==> src/hdl/rcpm_div.sv <==
// ---------------------------------------------------------------------------
// rcpm_div
// Radix-2 restoring divider for c*255/y with c <= y, one quotient bit a cycle.
// ---------------------------------------------------------------------------
module rcpm_div (
  input  logic       clk_i,
  input  logic       rst_ni,
  input  logic       start_i,
  input  logic [7:0] num_i,
  input  logic [7:0] den_i,
  output logic       done_o,
  output logic [7:0] quot_o
);

  logic [15:0] dvd;
  logic [8:0]  trial;
  logic        ge;
  logic [7:0]  rem_next;
  logic [7:0]  rem_q, low_q, quot_q, den_q;
  logic [2:0]  cnt_q;
  logic        busy_q, done_q;

  // c*255 < 256*y, so the upper byte is already below y and the quotient fits 8 bits
  assign dvd      = {num_i, 8'h00} - {8'h00, num_i};
  assign trial    = {rem_q, low_q[7]};
  assign ge       = trial >= {1'b0, den_q};
  assign rem_next = ge ? 8'(trial - {1'b0, den_q}) : trial[7:0];

  always_ff @(posedge clk_i or negedge rst_ni) begin
    if (!rst_ni) begin
      busy_q <= 1'b0;
      done_q <= 1'b0;
      cnt_q  <= '0;
    end else begin
      done_q <= 1'b0;
      if (start_i) begin
        busy_q <= 1'b1;
        cnt_q  <= '0;
      end else if (busy_q) begin
        cnt_q <= cnt_q + 3'd1;
        if (cnt_q == 3'd7) begin
          busy_q <= 1'b0;
          done_q <= 1'b1;
        end
      end
    end
  end

  always_ff @(posedge clk_i) begin
    if (start_i) begin
      rem_q  <= dvd[15:8];
      low_q  <= dvd[7:0];
      den_q  <= den_i;
      quot_q <= '0;
    end else if (busy_q) begin
      rem_q  <= rem_next;
      low_q  <= {low_q[6:0], 1'b0};
      quot_q <= {quot_q[6:0], ge};
    end
  end

  assign done_o = done_q;
  assign quot_o = quot_q;

endmodule

==> config.mk <==
export PLATFORM = sky130hd
export DESIGN_NAME = rcpm_div
export DESIGN_NICKNAME = d
export VERILOG_FILES = /design/src/hdl/rcpm_div.sv
export SDC_FILE = /design/constraint.sdc
export NUM_CORES = 1
export LEC_CHECK = 0
export BUFFER_PORTS_ARGS = -buffer_cell sky130_fd_sc_hd__buf_4
export CORE_ASPECT_RATIO = 1.4
export CORE_MARGIN = 4
export CORE_UTILIZATION = 64
export CTS_BUF_LIST = sky130_fd_sc_hd__clkbuf_4 sky130_fd_sc_hd__clkbuf_8
export DETAILED_ROUTE_END_ITERATION = 16
export GPL_ROUTABILITY_DRIVEN = 0
export GPL_TIMING_DRIVEN = 1
export PLACE_DENSITY = 0.87
export SETUP_SLACK_MARGIN = 0.15
export SLEW_MARGIN = 40
export SYNTH_ARGS = -nofsm -noshare
export SYNTH_HDL_FRONTEND = slang
export SYNTH_SLANG_ARGS = --single-unit
==> constraint.sdc <==
create_clock -name clk_i -period 6.7 [get_ports clk_i]
set_clock_uncertainty 0.2 [all_clocks]
set_input_delay 0.67 -clock clk_i [delete_from_list [all_inputs] [get_ports clk_i]]
set_output_delay 0.67 -clock clk_i [all_outputs]
set_load 0.02 [all_outputs]
; After elaboration in Yosys (flattened, before gate mapping)
; Cells that the tools add are included.
[totals]
register_bits = 37
inputBits = 19
out_inout_bits = 9
elab_cells = 26
[op_classes]
addsub = 3
magnitude_cmp = 1
n_eq_ne = 1
mux = 13
n_reduce_logical = 1
[ops]
columns = cell, count
row1 = $mux W8, 5
row2 = $sub A16 B8 Y16, 1
row3 = $ge A9 B8 Y1, 1
row4 = $sub A8 B8 Y8, 1
row5 = $mux W1, 6
row6 = $mux W3, 2
row7 = $add A3 B1 Y3 const B, 1
row8 = $eq A3 B3 Y1 const B, 1
row9 = $reduce_bool A2 Y1, 1

; Longest topological paths before layout
[logic_depth]
ltp_word = 4
mapped_depth = 8
mapped_depth_nobuf = 8

; Least setup slack after synthesis
; OpenSTA, ideal clock, no wires.
[synth_path]
path_type = register -> register
startpoint = register rem_q[4]
endpoint = register rem_q[3] (data pin)
setup_ps = 259
arrival_ps = 1809
required_ps = 6241
path_slack_ps = 4432
stages_incl_launch_ff = 8
n_path_buf = 1
synth_period_minus_slack_ps = 2268
path_cell_list = edfxtp_1 -> ha_1 -> a21o_1 -> a21o_1 -> a211oi_2 -> buf_2 -> a221oi_1 -> o31a_1
[synth_between]
elab_chain_cells = 4
[synth_rtl]
columns = item, line
row1 = from (decl), 19  ; logic [7:0] rem_q, low_q, quot_q, den_q;
row2 = from (signal assigned), 51  ; rem_q <= dvd[15:8];
row3 = from (signal assigned), 56  ; rem_q <= rem_next;
row4 = $ge A9 B8 Y1, 26  ; assign ge = trial >= {1'b0, den_q};
row5 = $mux W8, 27  ; assign rem_next = ge ? 8'(trial - {1'b0, den_q}) : trial[7:0];
row6 = $mux W8, 55  ; end else if (busy_q) begin
row7 = $mux W8, 50  ; if (start_i) begin
; Every way passes these cells. The select of a mux whose other input is x is not followed.
; A chain may end at the register's enable or synchronous reset.

; Final worst setup path
; Same ends and word-level chain as after synthesis.

==> impl_metrics.env <==
export IMPL_hold_viol_final=0
export IMPL_slowest_delay_ns=0.65
export IMPL_h_tree_depth=2
export IMPL_tightest_slew_ns=0.734
export IMPL_setup_violations=0
export IMPL_clk_path_buf_depth=2
export IMPL_finalPower_mw=0.808
export IMPL_cp_arrival_ns=2.55
export IMPL_power_density_mw_per_mm2=329
export IMPL_cp_end_kind="flop"
export IMPL_whs_ns=0.321
export IMPL_hpwl_mm=3.49
export IMPL_root_buffer="clkbuf_8"
export IMPL_synth_main_ff_cell="edfxtp_1"
export IMPL_async_flop_share_pct=13.5
export IMPL_syn_inst=196
export IMPL_synth_most_common_cell="edfxtp_1"
export IMPL_instances_no_fill=263
export IMPL_fin_util_pct=77.9
export IMPL_pin_count=28
export IMPL_area_growth_pct=16.0
export IMPL_post_route_min_period_ns=2.70
export IMPL_n_antenna_cell=0
export IMPL_clkTransAtPathRegs_ns=0.07
export IMPL_wl_per_cell_um=17.5
export IMPL_numCtsBuffers=5
export IMPL_die_w_um=56.6
export IMPL_yosysTopAreaCell="edfxtp_1"
export IMPL_relSlewSlack_pct=51.0
export IMPL_final_max_slew_viol_count=0
export IMPL_synth_edff_count=24
export IMPL_syn_nets=228
export IMPL_ys_types=53
export IMPL_cts_resized_gates=0
export IMPL_rsz0062_at_grt="no"
export IMPL_gr_total_overflow=0
export IMPL_cp_start_kind="flop"
export IMPL_cp_cell_sequence="ha_1 > a21o_1 > a21o_1 > a211oi_2 > a221oi_1 > o31a_1"
export IMPL_synth_seq_area_share_pct=47.5
export IMPL_power_leakage_nw=1.11
export IMPL_synth_common_cells="edfxtp_1, nor2_1, inv_1, ha_1, o21ai_0"
export IMPL_synth_area_mm2=0.00212
export IMPL_period_share_pct=40.4
export IMPL_required_ns=6.54
export IMPL_min_path_type="flop to flop"
export IMPL_antenna_found_initial=0
export IMPL_fp_dieH_um=76.1
export IMPL_drc=0
export IMPL_grt_pass1_vias=1708
export IMPL_cp_slowest_cell="a211oi_2"
export IMPL_dpl_cell_count=254
export IMPL_grt_pass1_wl_mm=8.01
export IMPL_ys_warn_count=0
export IMPL_grt_start_max_net_pins=45
export IMPL_wl_mm=4.60
export IMPL_max_vdd_ir_drop_mv=0.224
export IMPL_firstDrtPassIters=4
export IMPL_cts_tree="yes"
export IMPL_fin_setup_tns_ns=0
export IMPL_rows=24
export IMPL_io_buffer_count=27
export IMPL_clock_latency_ns=0.29
export IMPL_drtAntennaViolNets=0
export IMPL_die_area_mm2=0.00431
export IMPL_drive_above_1_share_pct=22.3
export IMPL_synth_area_leaders="edfxtp_1, dfxtp_1, ha_1, dfrtp_1, mux2i_1"
export IMPL_synth_top_area_share_pct=34.0
export IMPL_clock_sinks=37
export IMPL_path_max_fanout=12
export IMPL_status="finished, final reports clean"
export IMPL_track_usage_pct=23.3
export IMPL_cap_violations=0
export IMPL_vias=1615
export IMPL_start_util_pct=67.1
export IMPL_core_mm2=0.00315
export IMPL_ys_seq_elements=37
export IMPL_crit_top_cell="a21o_1"
export IMPL_fmax_ghz=0.370
export IMPL_nNetsFinal=255
export IMPL_viasPerCell=6.14
export IMPL_syn_avg_cell_area_um2=10.8
export IMPL_drt_iter0_markers=65
export IMPL_path_class="flop to flop"
## flip-flops by register name, indices dropped and copies added (netlist names)
name    count
busy_q      1
low_q       8
done_o      1
den_q       8
rem_q       8
quot_o      8
cnt_q       3
## path summary, 6_finish.rpt
path                                  end  slack (ns)  cells after the start  startpoint
min in group asynchronous          busy_q        0.51                      2      rst_ni
worst min register to register  quot_o[7]        0.32                      2   quot_o[7]
worst min-delay path            quot_o[7]        0.32                      2   quot_o[7]
max in group asynchronous        cnt_q[1]        5.68                      2      rst_ni
worst max register to register   rem_q[3]        4.00                      6    rem_q[4]
worst max-delay path             rem_q[3]        4.00                      6    rem_q[4]
## cell type report
cell class / instances / area [um^2]
multi-input combinational: 135 / 1020
sequential: 37 / 1010
fill: 206 / 697
timing repair buffer: 28 / 213
clock buffer: 6 / 76.3
inverter: 16 / 60.1
tap: 39 / 48.8
clock inverter: 2 / 33.8
## per-stage QoR
stage / setup slack (ns) / cell area (um^2)
final: 4.00 / 2460
after CTS: 4.03 / 2460
after detailed placement: 4.04 / 2340
after global routing: 3.84 / 2460
after floorplan: 4.43 / 2120
after global placement: 4.13 / 2340
## what timing repair did
action                    in CTS  in global routing
buffers inserted               0                  0
hold endpoints to repair       5                  0
hold buffers                   1                  0
## placed cells by master, fill, tap and decap left out, types with 3 or more instances in the layout
cell type / n
a21o_1: 4
and3_1: 3
dfxtp_1: 8
o311ai_0: 3
o21ai_0: 10
dfrtp_1: 5
buf_4: 27
xnor2_1: 6
nor2_1: 21
mux2i_1: 9
ha_1: 12
edfxtp_1: 24
nand4_1: 4
inv_1: 15
clkbuf_8: 5
xor2_1: 4
mux2_2: 6
a21oi_1: 6
nor2b_1: 3
nand2_1: 7
## power breakdown
group / switching (mW) / internal, mW / total [mW]
logic: 0.165 / 0.133 / 0.298
registers: 0.0261 / 0.294 / 0.320
clock network: 0.0765 / 0.114 / 0.190
## critical path: cells and delay by family, from the launching register on
kind | cells | cell delay [ns]
adders and majority gates | 1 | 0.38
AOI/OAI and AO/OA | 5 | 1.49
DFF | 1 | 0.40
## cell families after synthesis
| group | Yosys count | synth area share (%) |
|---|---|---|
| and+or+nand+nor | 54 | 13.8 |
| AOI/OAI and AO/OA | 43 | 14.7 |
| DFF | 37 | 47.5 |
| buffers and inverters | 24 | 4.37 |
| muxes | 15 | 7.45 |
| adders and majority gates | 13 | 8.04 |
| xor gates and xnor gates | 10 | 4.14 |
## layer usage
metal	vias to the layer above	wire length [um]	global-route usage, %	share of wire (%)
li1	773	-	-	-
met1	777	1690	26.4	37
met2	50	2560	40.5	56
met3	15	229	6.27	5.0
met4	0	114	9.74	2.5
met5	-	0	0	0
Note: power is estimated with default switching activity, not from simulation.
